### src/design/u16u8_pkg.sv
// Shared types, constants and the UTF-8 encoder function for the UTF-16 to UTF-8 transcoder.
// Used by the front end, the job queue, the byte serializer and the top level.
// No dependencies.
package u16u8_pkg;

   localparam int unsigned UNIT_W   = 16;
   localparam int unsigned BYTE_W   = 8;
   localparam int unsigned SCALAR_W = 21;
   localparam int unsigned HELD_W   = 10;
   localparam int unsigned MAX_BYTES = 4;
   localparam int unsigned IDX_W    = 2;

   localparam logic [5:0]  SURR_HIGH_TAG = 6'b110110;   // 0xD800 .. 0xDBFF
   localparam logic [5:0]  SURR_LOW_TAG  = 6'b110111;   // 0xDC00 .. 0xDFFF
   localparam logic [SCALAR_W-1:0] SUPP_BASE = 21'h10000;
   localparam logic [SCALAR_W-1:0] MAX_1BYTE = 21'h7F;
   localparam logic [SCALAR_W-1:0] MAX_2BYTE = 21'h7FF;
   localparam logic [SCALAR_W-1:0] MAX_3BYTE = 21'hFFFF;
   localparam logic [BYTE_W-1:0]   LEAD_2    = 8'hC0;
   localparam logic [BYTE_W-1:0]   LEAD_3    = 8'hE0;
   localparam logic [BYTE_W-1:0]   LEAD_4    = 8'hF0;
   localparam logic [1:0]          CONT_TAG  = 2'b10;

   // One queued job: a run of one to four results caused by one input beat.
   typedef struct packed {
      logic [MAX_BYTES-1:0][BYTE_W-1:0] bytes;
      logic [IDX_W-1:0]                 last_idx;
      logic                             byte_valid;
      logic                             bad;
      logic                             done;
   } job_type;

   typedef struct packed {
      logic [MAX_BYTES-1:0][BYTE_W-1:0] bytes;
      logic [IDX_W-1:0]                 last_idx;
   } enc_type;

   function automatic enc_type utf8_encode(input logic [SCALAR_W-1:0] s);
      enc_type e;
      e = '0;
      if (s <= MAX_1BYTE) begin
         e.bytes[0] = {1'b0, s[6:0]};
         e.last_idx = 2'd0;
      end else if (s <= MAX_2BYTE) begin
         e.bytes[0] = LEAD_2 | {3'b000, s[10:6]};
         e.bytes[1] = {CONT_TAG, s[5:0]};
         e.last_idx = 2'd1;
      end else if (s <= MAX_3BYTE) begin
         e.bytes[0] = LEAD_3 | {4'b0000, s[15:12]};
         e.bytes[1] = {CONT_TAG, s[11:6]};
         e.bytes[2] = {CONT_TAG, s[5:0]};
         e.last_idx = 2'd2;
      end else begin
         e.bytes[0] = LEAD_4 | {5'b00000, s[20:18]};
         e.bytes[1] = {CONT_TAG, s[17:12]};
         e.bytes[2] = {CONT_TAG, s[11:6]};
         e.bytes[3] = {CONT_TAG, s[5:0]};
         e.last_idx = 2'd3;
      end
      return e;
   endfunction

endpackage

### src/design/u16u8_front.sv
// Front end: takes UTF-16 beats, pairs surrogates, tracks string errors and builds jobs.
// Depends on u16u8_pkg.
module u16u8_front (
   input  logic                              clock,
   input  logic                              reset,
   input  logic                              beat_in,
   input  logic [u16u8_pkg::UNIT_W-1:0]      code_unit,
   input  logic                              has_unit,
   input  logic                              end_of_string,
   output logic                              job_push,
   output u16u8_pkg::job_type                job
);

   logic [u16u8_pkg::HELD_W-1:0] held_ff, held_in;
   logic                         waiting_ff, waiting_in;
   logic                         skip_ff, skip_in;
   logic                         is_high, is_low;
   logic [u16u8_pkg::SCALAR_W-1:0] scalar;
   u16u8_pkg::enc_type           enc;
   logic                         any;

   assign is_high = code_unit[15:10] == u16u8_pkg::SURR_HIGH_TAG;
   assign is_low  = code_unit[15:10] == u16u8_pkg::SURR_LOW_TAG;

   always_comb begin
      held_in    = held_ff;
      waiting_in = waiting_ff;
      skip_in    = skip_ff;
      scalar     = {5'b00000, code_unit};
      any        = 1'b0;
      job        = '0;
      if (has_unit && !skip_ff) begin
         if (waiting_ff) begin
            waiting_in = 1'b0;
            held_in    = '0;
            if (is_low) begin
               scalar = u16u8_pkg::SUPP_BASE + {1'b0, held_ff, code_unit[9:0]};
               any    = 1'b1;
               job.byte_valid = 1'b1;
            end else begin
               any     = 1'b1;
               job.bad = 1'b1;
               skip_in = 1'b1;
            end
         end else if (is_high) begin
            held_in    = code_unit[9:0];
            waiting_in = 1'b1;
         end else if (is_low) begin
            any     = 1'b1;
            job.bad = 1'b1;
            skip_in = 1'b1;
         end else begin
            any = 1'b1;
            job.byte_valid = 1'b1;
         end
      end
      enc = u16u8_pkg::utf8_encode(scalar);
      if (job.byte_valid) begin
         job.bytes    = enc.bytes;
         job.last_idx = enc.last_idx;
      end
      if (end_of_string) begin
         // A high surrogate still waiting at the end of the string is an error of its own.
         if (waiting_in && !skip_in && !any) begin
            job.bad = 1'b1;
            skip_in = 1'b1;
         end
         if (skip_in) begin
            job.bad = 1'b1;
         end
         any        = 1'b1;
         job.done   = 1'b1;
         held_in    = '0;
         waiting_in = 1'b0;
         skip_in    = 1'b0;
      end
      job_push = beat_in && any;
   end

   always_ff @(posedge clock) begin
      if (reset) begin
         held_ff    <= '0;
         waiting_ff <= 1'b0;
         skip_ff    <= 1'b0;
      end else if (beat_in) begin
         held_ff    <= held_in;
         waiting_ff <= waiting_in;
         skip_ff    <= skip_in;
      end
   end

endmodule

### src/design/u16u8_queue.sv
// Short job queue between the front end and the byte serializer.
// Depends on u16u8_pkg.
module u16u8_queue #(
   parameter int unsigned DEPTH = 4
) (
   input  logic               clock,
   input  logic               reset,
   input  logic               push,
   input  u16u8_pkg::job_type push_job,
   output logic               full,
   input  logic               pop,
   output logic               not_empty,
   output u16u8_pkg::job_type head
);

   localparam int unsigned AW = (DEPTH > 1) ? $clog2(DEPTH) : 1;
   localparam int unsigned CW = $clog2(DEPTH + 1);
   localparam logic [AW-1:0] LAST_PTR = AW'(DEPTH - 1);

   u16u8_pkg::job_type slot_ff [DEPTH];
   logic [AW-1:0] wr_ff, wr_in, rd_ff, rd_in;
   logic [CW-1:0] count_ff, count_in;

   assign full      = count_ff == CW'(DEPTH);
   assign not_empty = count_ff != '0;
   assign head      = slot_ff[rd_ff];

   always_comb begin
      wr_in    = wr_ff;
      rd_in    = rd_ff;
      count_in = count_ff;
      if (push) begin
         wr_in = (wr_ff == LAST_PTR) ? '0 : wr_ff + 1'b1;
      end
      if (pop) begin
         rd_in = (rd_ff == LAST_PTR) ? '0 : rd_ff + 1'b1;
      end
      if (push && !pop) begin
         count_in = count_ff + 1'b1;
      end else if (pop && !push) begin
         count_in = count_ff - 1'b1;
      end
   end

   always_ff @(posedge clock) begin
      if (reset) begin
         wr_ff    <= '0;
         rd_ff    <= '0;
         count_ff <= '0;
      end else begin
         wr_ff    <= wr_in;
         rd_ff    <= rd_in;
         count_ff <= count_in;
      end
   end

   always_ff @(posedge clock) begin
      if (push) begin
         slot_ff[wr_ff] <= push_job;
      end
   end

endmodule

### src/design/u16u8_back.sv
// Back end: walks the head job one byte per cycle, while the receiver is ready, into a registered result stage.
// Depends on u16u8_pkg.
module u16u8_back (
   input  logic                           clock,
   input  logic                           reset,
   input  logic                           job_ready,
   input  u16u8_pkg::job_type             job,
   output logic                           job_pop,
   output logic                           rsp_tvalid,
   input  logic                           rsp_tready,
   output logic [u16u8_pkg::BYTE_W-1:0]   rsp_tdata,
   output logic                           rsp_tlast,
   output logic [2:0]                     rsp_tuser
);

   logic [u16u8_pkg::IDX_W-1:0] idx_ff, idx_in;
   logic                        valid_ff, valid_in;
   logic [u16u8_pkg::BYTE_W-1:0] data_ff;
   logic                        last_ff;
   logic [2:0]                  user_ff;
   logic                        load, at_last;

   assign load    = job_ready && (!valid_ff || rsp_tready);
   assign at_last = idx_ff == job.last_idx;
   assign job_pop = load && at_last;

   always_comb begin
      idx_in   = idx_ff;
      valid_in = valid_ff;
      if (load) begin
         valid_in = 1'b1;
         idx_in   = at_last ? '0 : idx_ff + 1'b1;
      end else if (rsp_tready) begin
         valid_in = 1'b0;
      end
   end

   always_ff @(posedge clock) begin
      if (reset) begin
         idx_ff   <= '0;
         valid_ff <= 1'b0;
      end else begin
         idx_ff   <= idx_in;
         valid_ff <= valid_in;
      end
   end

   // Payload needs no reset; it is only looked at while valid is high.
   always_ff @(posedge clock) begin
      if (load) begin
         data_ff <= job.bytes[idx_ff];
         last_ff <= at_last;
         user_ff <= {job.done && at_last, job.bad && at_last, job.byte_valid};
      end
   end

   assign rsp_tvalid = valid_ff;
   assign rsp_tdata  = data_ff;
   assign rsp_tlast  = last_ff;
   assign rsp_tuser  = user_ff;

endmodule

### src/design/utf16_to_utf8_transcoder_top.sv
// Top level of the UTF-16 to UTF-8 transcoder.
// Depends on u16u8_pkg, u16u8_front, u16u8_queue and u16u8_back.
//
// One UTF-16 code unit enters per beat, and the block takes a new beat every cycle while the
// job queue has room. Each beat that causes results turns into one job of one to four results,
// and the output serializer sends one result per cycle while the receiver is ready, so a scalar
// of n UTF-8 bytes yields n results; ASCII text streams at one unit per cycle, multibyte text at
// one byte per cycle. An input beat's job is registered in the job queue, and its first result
// then in the output register. A high surrogate yields no result until the next unit or the
// close arrives. On an unpaired surrogate the block sends one result with bad_sequence set,
// drops the rest of that string, and marks the closing result with bad_sequence as well.
module utf16_to_utf8_transcoder_top #(
   parameter int unsigned QUEUE_DEPTH = 4
) (
   input  logic        clock,
   input  logic        reset,
   input  logic        req_tvalid,
   output logic        req_tready,
   input  logic [15:0] req_tdata,    // code_unit
   input  logic        req_tuser,    // has_unit
   input  logic        req_tlast,    // end_of_string
   output logic        rsp_tvalid,
   input  logic        rsp_tready,
   output logic [7:0]  rsp_tdata,    // out_byte
   output logic [2:0]  rsp_tuser,    // byte_valid, bad_sequence, string_done
   output logic        rsp_tlast     // last_of_run
);

   u16u8_pkg::job_type push_job, head_job;
   logic push, full, pop, not_empty, beat_in;

   assign req_tready = !full;
   assign beat_in    = req_tvalid && req_tready;

   u16u8_front u_front (
      .clock         (clock),
      .reset         (reset),
      .beat_in       (beat_in),
      .code_unit     (req_tdata),
      .has_unit      (req_tuser),
      .end_of_string (req_tlast),
      .job_push      (push),
      .job           (push_job)
   );

   u16u8_queue #(.DEPTH(QUEUE_DEPTH)) u_queue (
      .clock     (clock),
      .reset     (reset),
      .push      (push),
      .push_job  (push_job),
      .full      (full),
      .pop       (pop),
      .not_empty (not_empty),
      .head      (head_job)
   );

   u16u8_back u_back (
      .clock      (clock),
      .reset      (reset),
      .job_ready  (not_empty),
      .job        (head_job),
      .job_pop    (pop),
      .rsp_tvalid (rsp_tvalid),
      .rsp_tready (rsp_tready),
      .rsp_tdata  (rsp_tdata),
      .rsp_tlast  (rsp_tlast),
      .rsp_tuser  (rsp_tuser)
   );

endmodule

### config.mk
export PLATFORM = sky130hd
export DESIGN_NAME = utf16_to_utf8_transcoder_top
export DESIGN_NICKNAME = d
export VERILOG_FILES = /design/src/design/u16u8_pkg.sv /design/src/design/u16u8_front.sv /design/src/design/u16u8_queue.sv /design/src/design/u16u8_back.sv /design/src/design/utf16_to_utf8_transcoder_top.sv
export SDC_FILE = /design/constraint.sdc
export NUM_CORES = 1
export LEC_CHECK = 0
export BUFFER_PORTS_ARGS = -buffer_cell sky130_fd_sc_hd__buf_2
export CORE_MARGIN = 2
export CORE_UTILIZATION = 57
export CTS_BUF_LIST = sky130_fd_sc_hd__clkbuf_2
export CTS_CLUSTER_DIAMETER = 200
export DETAILED_ROUTE_END_ITERATION = 8
export PLACE_DENSITY = 0.8
export SYNTH_ARGS = -nofsm -noshare
export SYNTH_HDL_FRONTEND = slang
export SYNTH_SLANG_ARGS = --single-unit
### constraint.sdc
create_clock -name clock -period 2.6 [get_ports clock]
set_input_delay 0.26 -clock clock [delete_from_list [all_inputs] [get_ports clock]]
set_output_delay 0.26 -clock clock [all_outputs]
set_load 0.05 [all_outputs]
### Word level (Yosys, flattened, before mapping)

Memories as Yosys holds them, arrays and structs flattened. A register that Yosys moved wholly into a read port is not among the register bits.
Cells that the tools add are included.

| word-level totals | value |
|---|---|
| flip-flop bits (word level) | 34 |
| bits in latches | 0 |
| memory bits (writable) | 148 |
| ROM bits | 0 |
| bits of input ports | 22 |
| output and inout bits | 14 |
| logic and storage cells | 104 |
| memories | 1 |

| cells by class | value |
|---|---|
| add/subtract/negate cells | 6 |
| multiply operators | 0 |
| div/mod/pow operators | 0 |
| $lt $le $gt $ge | 4 |
| equal/unequal tests | 6 |
| shift-type cells | 0 |
| mux-type cells | 51 |
| bitwise logic cells | 0 |
| reduce and logical (&&, ||, !) cells | 25 |

Memory list:

| memory | depth | width | read ports | clocked after Yosys merged registers in | write ports | line | source |
|---|---|---|---|---|---|---|---|
| u_queue.slot_ff | 4 | 37 | 1 | 1 | 1 | u16u8_queue.sv:20 | `u16u8_pkg::job_type slot_ff [DEPTH];` |

Operator list:

| kind | count |
|---|---|
| $mux 21 | 3 |
| $mux 10 | 5 |
| $mux 24 | 2 |
| $mux 34 | 1 |
| $mux 1 | 24 |
| $add 17x20->21 const A | 1 |
| $le 21x11->1 const B | 1 |
| $le 21x16->1 const B | 1 |
| $le 21x7->1 const B | 1 |
| $mux 18 | 1 |
| $mux 2 | 9 |
| $bmux 8 s2 | 1 |
| $mux 16 | 1 |
| $mux 8 | 2 |
| $eq 6x6->1 const B | 2 |
| $logic_and 1x1->1 | 11 |
| $logic_not 1->1 | 7 |
| $add 2x1->2 const B | 3 |
| $mux 3 | 2 |
| $reduce_bool 2->1 | 3 |
| $reduce_bool 3->1 | 2 |
| $eq 2x2->1 const B | 2 |
| $add 3x1->3 const B | 1 |
| $eq 3x3->1 const B | 1 |
| other kinds (5) | 5 |

### Depth between registers and ports, before layout

| logic depth | value |
|---|---|
| depth in word-level cells | 12 |
| depth in mapped cells | 12 |
| gate-level depth less buffers | 10 |

### Modules after synthesis

Synthesis repeated with hierarchy kept, for this count alone.

| second synthesis, totals | value |
|---|---|
| cell total of the unflattened synthesis | 497 |
| area, all modules | 8020.2 um^2 |

Modules (own cells, without submodules):

| module | times used | cells each | area an instance (um^2) | sequential area each (um^2) |
|---|---|---|---|---|
| u16u8_queue | 1 | 237 | 5836.8 | 4624.4 |
| u16u8_front | 1 | 212 | 1417.6 | 240.2 |
| u16u8_back | 1 | 46 | 755.7 | 420.4 |
| utf16_to_utf8_transcoder_top | 1 | 2 | 10.0 | 0.0 |

### Least setup slack after synthesis

No wires, ideal clock.

| timing path | value |
|---|---|
| path type | register to register |
| start point | register with a tool-made name |
| end point | register u_queue.count_ff[2] |
| library setup time | 70 ps |
| arrival time | 2680 ps |
| required time | 2530 ps |
| slack | -150 ps |
| stages on the path, launching flop included | 13 |
| buffers on the path | 2 |
| clock period less this slack | 2750 ps |
| cells stage by stage | dfxtp_1 -> buf_6 -> mux4_2 -> xnor2_1 -> and2_1 -> buf_4 -> nand2_2 -> ha_1 -> inv_1 -> fa_1 -> xor2_1 -> or3_1 -> a21oi_1 |

RTL lines:

| item | line | source |
|---|---|---|
| end signal, assigned | u16u8_queue.sv:53 | `count_ff <= count_in;` |
| end, declared | u16u8_queue.sv:22 | `logic [CW-1:0] count_ff, count_in;` |

==> impl.org <==
** Run status
- The flow ran to the end, but the final reports show violations.
- Failing checks :: negative setup slack

** STA
- Share of the clock period used by the worst path :: 102%
- Setup WS post-layout :: -0.0524 ns
- Highest Clock Rate :: ~380 MHz
- Final Hold Fails :: 0
- Setup violation total in the final timing report :: 1
- Measured against its own limit, the worst slew margin works out to 51.5%.
- On the final layout, the worst clock skew is between 0.02 and 0.025 ns.
- RSZ-0062 raised after global routing :: yes
- For the pin with the worst max-slew slack, the measured transition is 0.725 ns.
- The routed design could run at a clock period as short as 2.65 ns.
- The total count of max-transition violations in the final report was 0.

** Clock network
- At the later pin of the worst-skew pair, clock insertion delay measures around 0.7 ns.
- CTS Buffer Depth :: 2
- Sinks on Clock Net :: 164
- The H-tree was split into 4 levels.
- The tree is rooted in a sky130_fd_sc_hd__clkbuf_2.
- TritonCTS clock tree :: built
- Clock-pin slew was measured on the worst setup and hold paths at 0.20 ns.
- Counting the buffers created by CTS gives 17.

** Place
- At the end of routability-driven placement, the weighted congestion stood at between 0.9 and 1.
- After legalization and detailed placement, the total HPWL measured 9790 microns.
- Placed Cells :: about 670
- Post-place setup slack :: 0.0200 ns
- Port Buffers :: 35

** Power
- Power spread over the standard cell area amounts to around 790 nW/um^2.
- The analysis attributes to cell leakage a power of 2.84 nW.
- IR analysis of the VDD net gives a maximum drop of between 0.0005 and 0.0006 V.

** Final layout
- Synth-to-layout area growth :: 13.8%
- Of the cells placed in the final design, the portion with a size suffix greater than 1 is a little over a quarter.
- The repair_antennas step left the layout with diodes totalling 0.
- Number of nets in the finished design :: between 500 and 600
- Layout Cells excl Fill :: ~730
- Filler Cell Count :: 844

** Routing
- Number of iterations in the first detailed-routing pass :: 7
- Per-cell via count in the routed design :: ~5.9
- Post-detailed-route wirelength per cell :: about 20 microns
- Total via count after detailed routing :: about 4,300
- Iteration-0 DRC Markers :: just under 300
- Once detail routing completed, the nets flagged for antenna violations numbered 0.
- Remaining routing DRC violations :: 0
- Final routed wirelength across all metal layers :: roughly 15,000 microns

** Run
- Count of maximum capacitance violations :: 0

** Yosys
- After synthesis the netlist holds a flip-flop and latch count of roughly 160.
- Synth Net Count :: 497
- Of all flip-flops after synthesis, the portion carrying an async set or reset was 0%.
- Yosys mapped the design onto around 60 distinct sky130hd cell types.
- Sequential cell area fraction in the yosys report :: between 60% and 70%
- Post-synth EDFFs :: 140
- After technology mapping, the gate count stands at between 400 and 500.
- Commonest register cell after synthesis :: sky130_fd_sc_hd__edfxtp_1
- The cell area that synthesis handed to floorplanning was 7220 sq um.
- The Yosys step of the flow raised 0 warnings.
- A synthesized cell averages between 15 and 20 sq um.

** Global routing
- Gr ovfl total :: 0
- Entering global routing, the biggest net connects 30 pins.
- Via count of the first global-routing pass :: between 4,000 and 5,000
- Number of antenna violations at the first check in global routing :: 0
- Global-route wire length before repair :: 23,600 microns
- Total track usage :: roughly 24%

** Setup path
- The worst setup path is of the reg -> reg kind.
- The worst setup path is captured at a flop.
- The worst setup path is launched from a flop.
- Worst Path Required :: roughly 3.3 ns
- Top fanout value on the critical path :: 4
- At the worst endpoint, the arrival time is 3.31 ns.

** Die
- During I/O placement, the number of pins put on the boundary was 36.
- Initial standard-cell utilization of the core :: roughly 58%
- Width of the chip :: approximately 120 microns
- The floorplan step defined a die boundary enclosing approximately 14,000 sq um.
- Std-Cell Rows :: 41
- Core area :: between 10,000 and 15,000 sq um
- Height of the die :: ~120 microns

** Worst hold path
- Path class of the lowest-slack min-delay path :: in -> reg
## timing repair
item                                    CTS  global route
hold buffers                             28             0
pin swaps                                 0             1
endpoints found under the setup margin    1            41
hold endpoints to repair                 88             0
resized for setup                         1             4
setup buffers                             0             1
## synth_stat cells (3+ instances only)
master / instances / area, sq um
sky130_fd_sc_hd__o21a_1: 3 / 22.5
sky130_fd_sc_hd__xor2_1: 3 / 26.3
sky130_fd_sc_hd__a21oi_1: 32 / 160
sky130_fd_sc_hd__nor2_1: 28 / 105
sky130_fd_sc_hd__inv_1: 18 / 67.6
sky130_fd_sc_hd__o22ai_1: 3 / 18.8
sky130_fd_sc_hd__o21ai_0: 6 / 30.0
sky130_fd_sc_hd__nor3_1: 4 / 20.0
sky130_fd_sc_hd__mux4_2: 37 / 833
sky130_fd_sc_hd__clkbuf_1: 13 / 48.8
sky130_fd_sc_hd__a41oi_4: 3 / 82.6
sky130_fd_sc_hd__a31oi_1: 3 / 18.8
sky130_fd_sc_hd__nand3_1: 22 / 110
sky130_fd_sc_hd__dfxtp_1: 24 / 480
sky130_fd_sc_hd__and2_1: 7 / 43.8
sky130_fd_sc_hd__buf_4: 4 / 30.0
sky130_fd_sc_hd__xnor2_1: 4 / 35.0
sky130_fd_sc_hd__nand2_1: 28 / 105
sky130_fd_sc_hd__nand4_1: 5 / 31.3
sky130_fd_sc_hd__ha_1: 7 / 87.6
sky130_fd_sc_hd__buf_2: 3 / 15.0
sky130_fd_sc_hd__and3_1: 8 / 50.1
sky130_fd_sc_hd__edfxtp_1: 140 / 4200
sky130_fd_sc_hd__a211oi_1: 4 / 30.0
sky130_fd_sc_hd__buf_6: 5 / 56.3
sky130_fd_sc_hd__and2b_2: 3 / 26.3
sky130_fd_sc_hd__mux2i_1: 9 / 90.1
## registers in the layout, indices dropped and copies added, names as in the netlist, named ones only
name / flops
u_back.idx_ff: 2
u_back.rsp_tdata: 8
u_back.rsp_tlast: 1
u_back.rsp_tuser: 3
u_back.rsp_tvalid: 1
u_front.held_ff: 10
u_front.skip_ff: 1
u_front.waiting_ff: 1
u_queue.count_ff: 3
u_queue.rd_ff: 2
u_queue.slot_ff: 128
u_queue.wr_ff: 2
## cells in the final DEF (no fill, tap or decap), drive strengths merged, types with 3 or more instances in the layout
cell / netlist / routed
a211oi: 5 / 5
o21a: 3 / 3
dfxtp: 24 / 24
dlygate4sd3: 0 / 28
clkbuf: 16 / 24
nor2: 28 / 28
clkinv: 0 / 5
mux2i: 9 / 9
nor4: 3 / 3
nand2: 30 / 30
and3: 8 / 8
a31oi: 3 / 3
inv: 19 / 19
nand4: 5 / 5
ha: 7 / 7
xor2: 3 / 3
xnor2: 4 / 4
and2b: 3 / 3
and2: 7 / 7
edfxtp: 140 / 140
o21ai: 8 / 8
a21oi: 32 / 32
o22ai: 3 / 3
nand3: 22 / 22
mux4: 37 / 37
a41oi: 5 / 5
nor3: 4 / 4
buf: 13 / 64
## final cells by class
| class | instances | area, sq um | area share (%) |
|---|---|---|---|
| multi-input combinational | 255 | 2300 | 28.1 |
| clock inverter | 8 | 88.8 | 1.08 |
| tap | 172 | 215 | 2.62 |
| timing repair buffer | 92 | 723 | 8.81 |
| clock buffer | 24 | 120 | 1.46 |
| sequential | 164 | 4690 | 57.1 |
| inverter | 19 | 71.3 | 0.869 |
## power breakdown
part | internal [W] | switching (W)
clock network | 0.000455 | 0.000771
logic | 0.000790 | 0.00117
registers | 0.00321 | 0.000112
## worst max-delay path, stage by stage (launching register included)
cell and delay [ns]:
sky130_fd_sc_hd__edfxtp_1 0.42, sky130_fd_sc_hd__mux4_2 0.53, sky130_fd_sc_hd__xnor2_2 0.18, sky130_fd_sc_hd__and2_4 0.18, sky130_fd_sc_hd__nand2_4 0.10, sky130_fd_sc_hd__ha_4 0.14
sky130_fd_sc_hd__inv_1 0.05, sky130_fd_sc_hd__fa_2 0.33, sky130_fd_sc_hd__xor2_1 0.15, sky130_fd_sc_hd__or3_1 0.35, sky130_fd_sc_hd__a21oi_2 0.17
## cells by family after synthesis
family          share of synthesized area [%]
xor+xnor                                0.850
flops                                    64.9
buf+inv                                  3.73
compound gates                           7.47
fa+ha+maj                                1.49
simple gates                             8.76
mux                                      12.8
## stage by stage
step | hold slack [ns] | setup TNS, ns | total power [W] | cell area [sq um] | util (%)
3_3_place_gp | 0.440 | 0 | 0.00523 | 7700 | 61.8
4_1_cts | 0.0123 | 0 | 0.00655 | 8190 | 65.7
2_1_floorplan | 0.329 | -1.38 | 0.00480 | 7240 | -
3_5_place_dp | 0.449 | 0 | 0.00529 | 7700 | 61.8
6_report | 0.0944 | -0.0524 | 0.00651 | 8210 | 65.9
5_1_grt | 0.0200 | -0.413 | 0.00682 | 8210 | 65.9
## path summary, 6_finish.rpt
path,from,to,slack (ns),depth (start not counted)
hold / removal,req_tdata[15],u_queue.slot_ff[0][16]$_DFFE_PP_,0.09,5
setup / recovery,u_queue.slot_ff[3][28]$_DFFE_PP_,u_queue.count_ff[2]$_SDFFE_PP0P_,-0.05,10
setup reg to reg,u_queue.slot_ff[3][28]$_DFFE_PP_,u_queue.count_ff[2]$_SDFFE_PP0P_,-0.05,10
hold reg to reg,u_queue.rd_ff[0]$_SDFFE_PP0P_,flop,0.53,2
## routing by layer
| layer | GRT usage (%) | vias to the layer above | wire [microns] |
|---|---|---|---|
| met1 | 30.9 | 2164 | 6010 |
| met5 | 0 | - | 0 |
| li1 | - | 1981 | - |
| met4 | 11.5 | 0 | 452 |
| met2 | 39.1 | 161 | 7510 |
| met3 | 5.71 | 32 | 893 |
No activity file was read; power rests on OpenSTA's default activity.
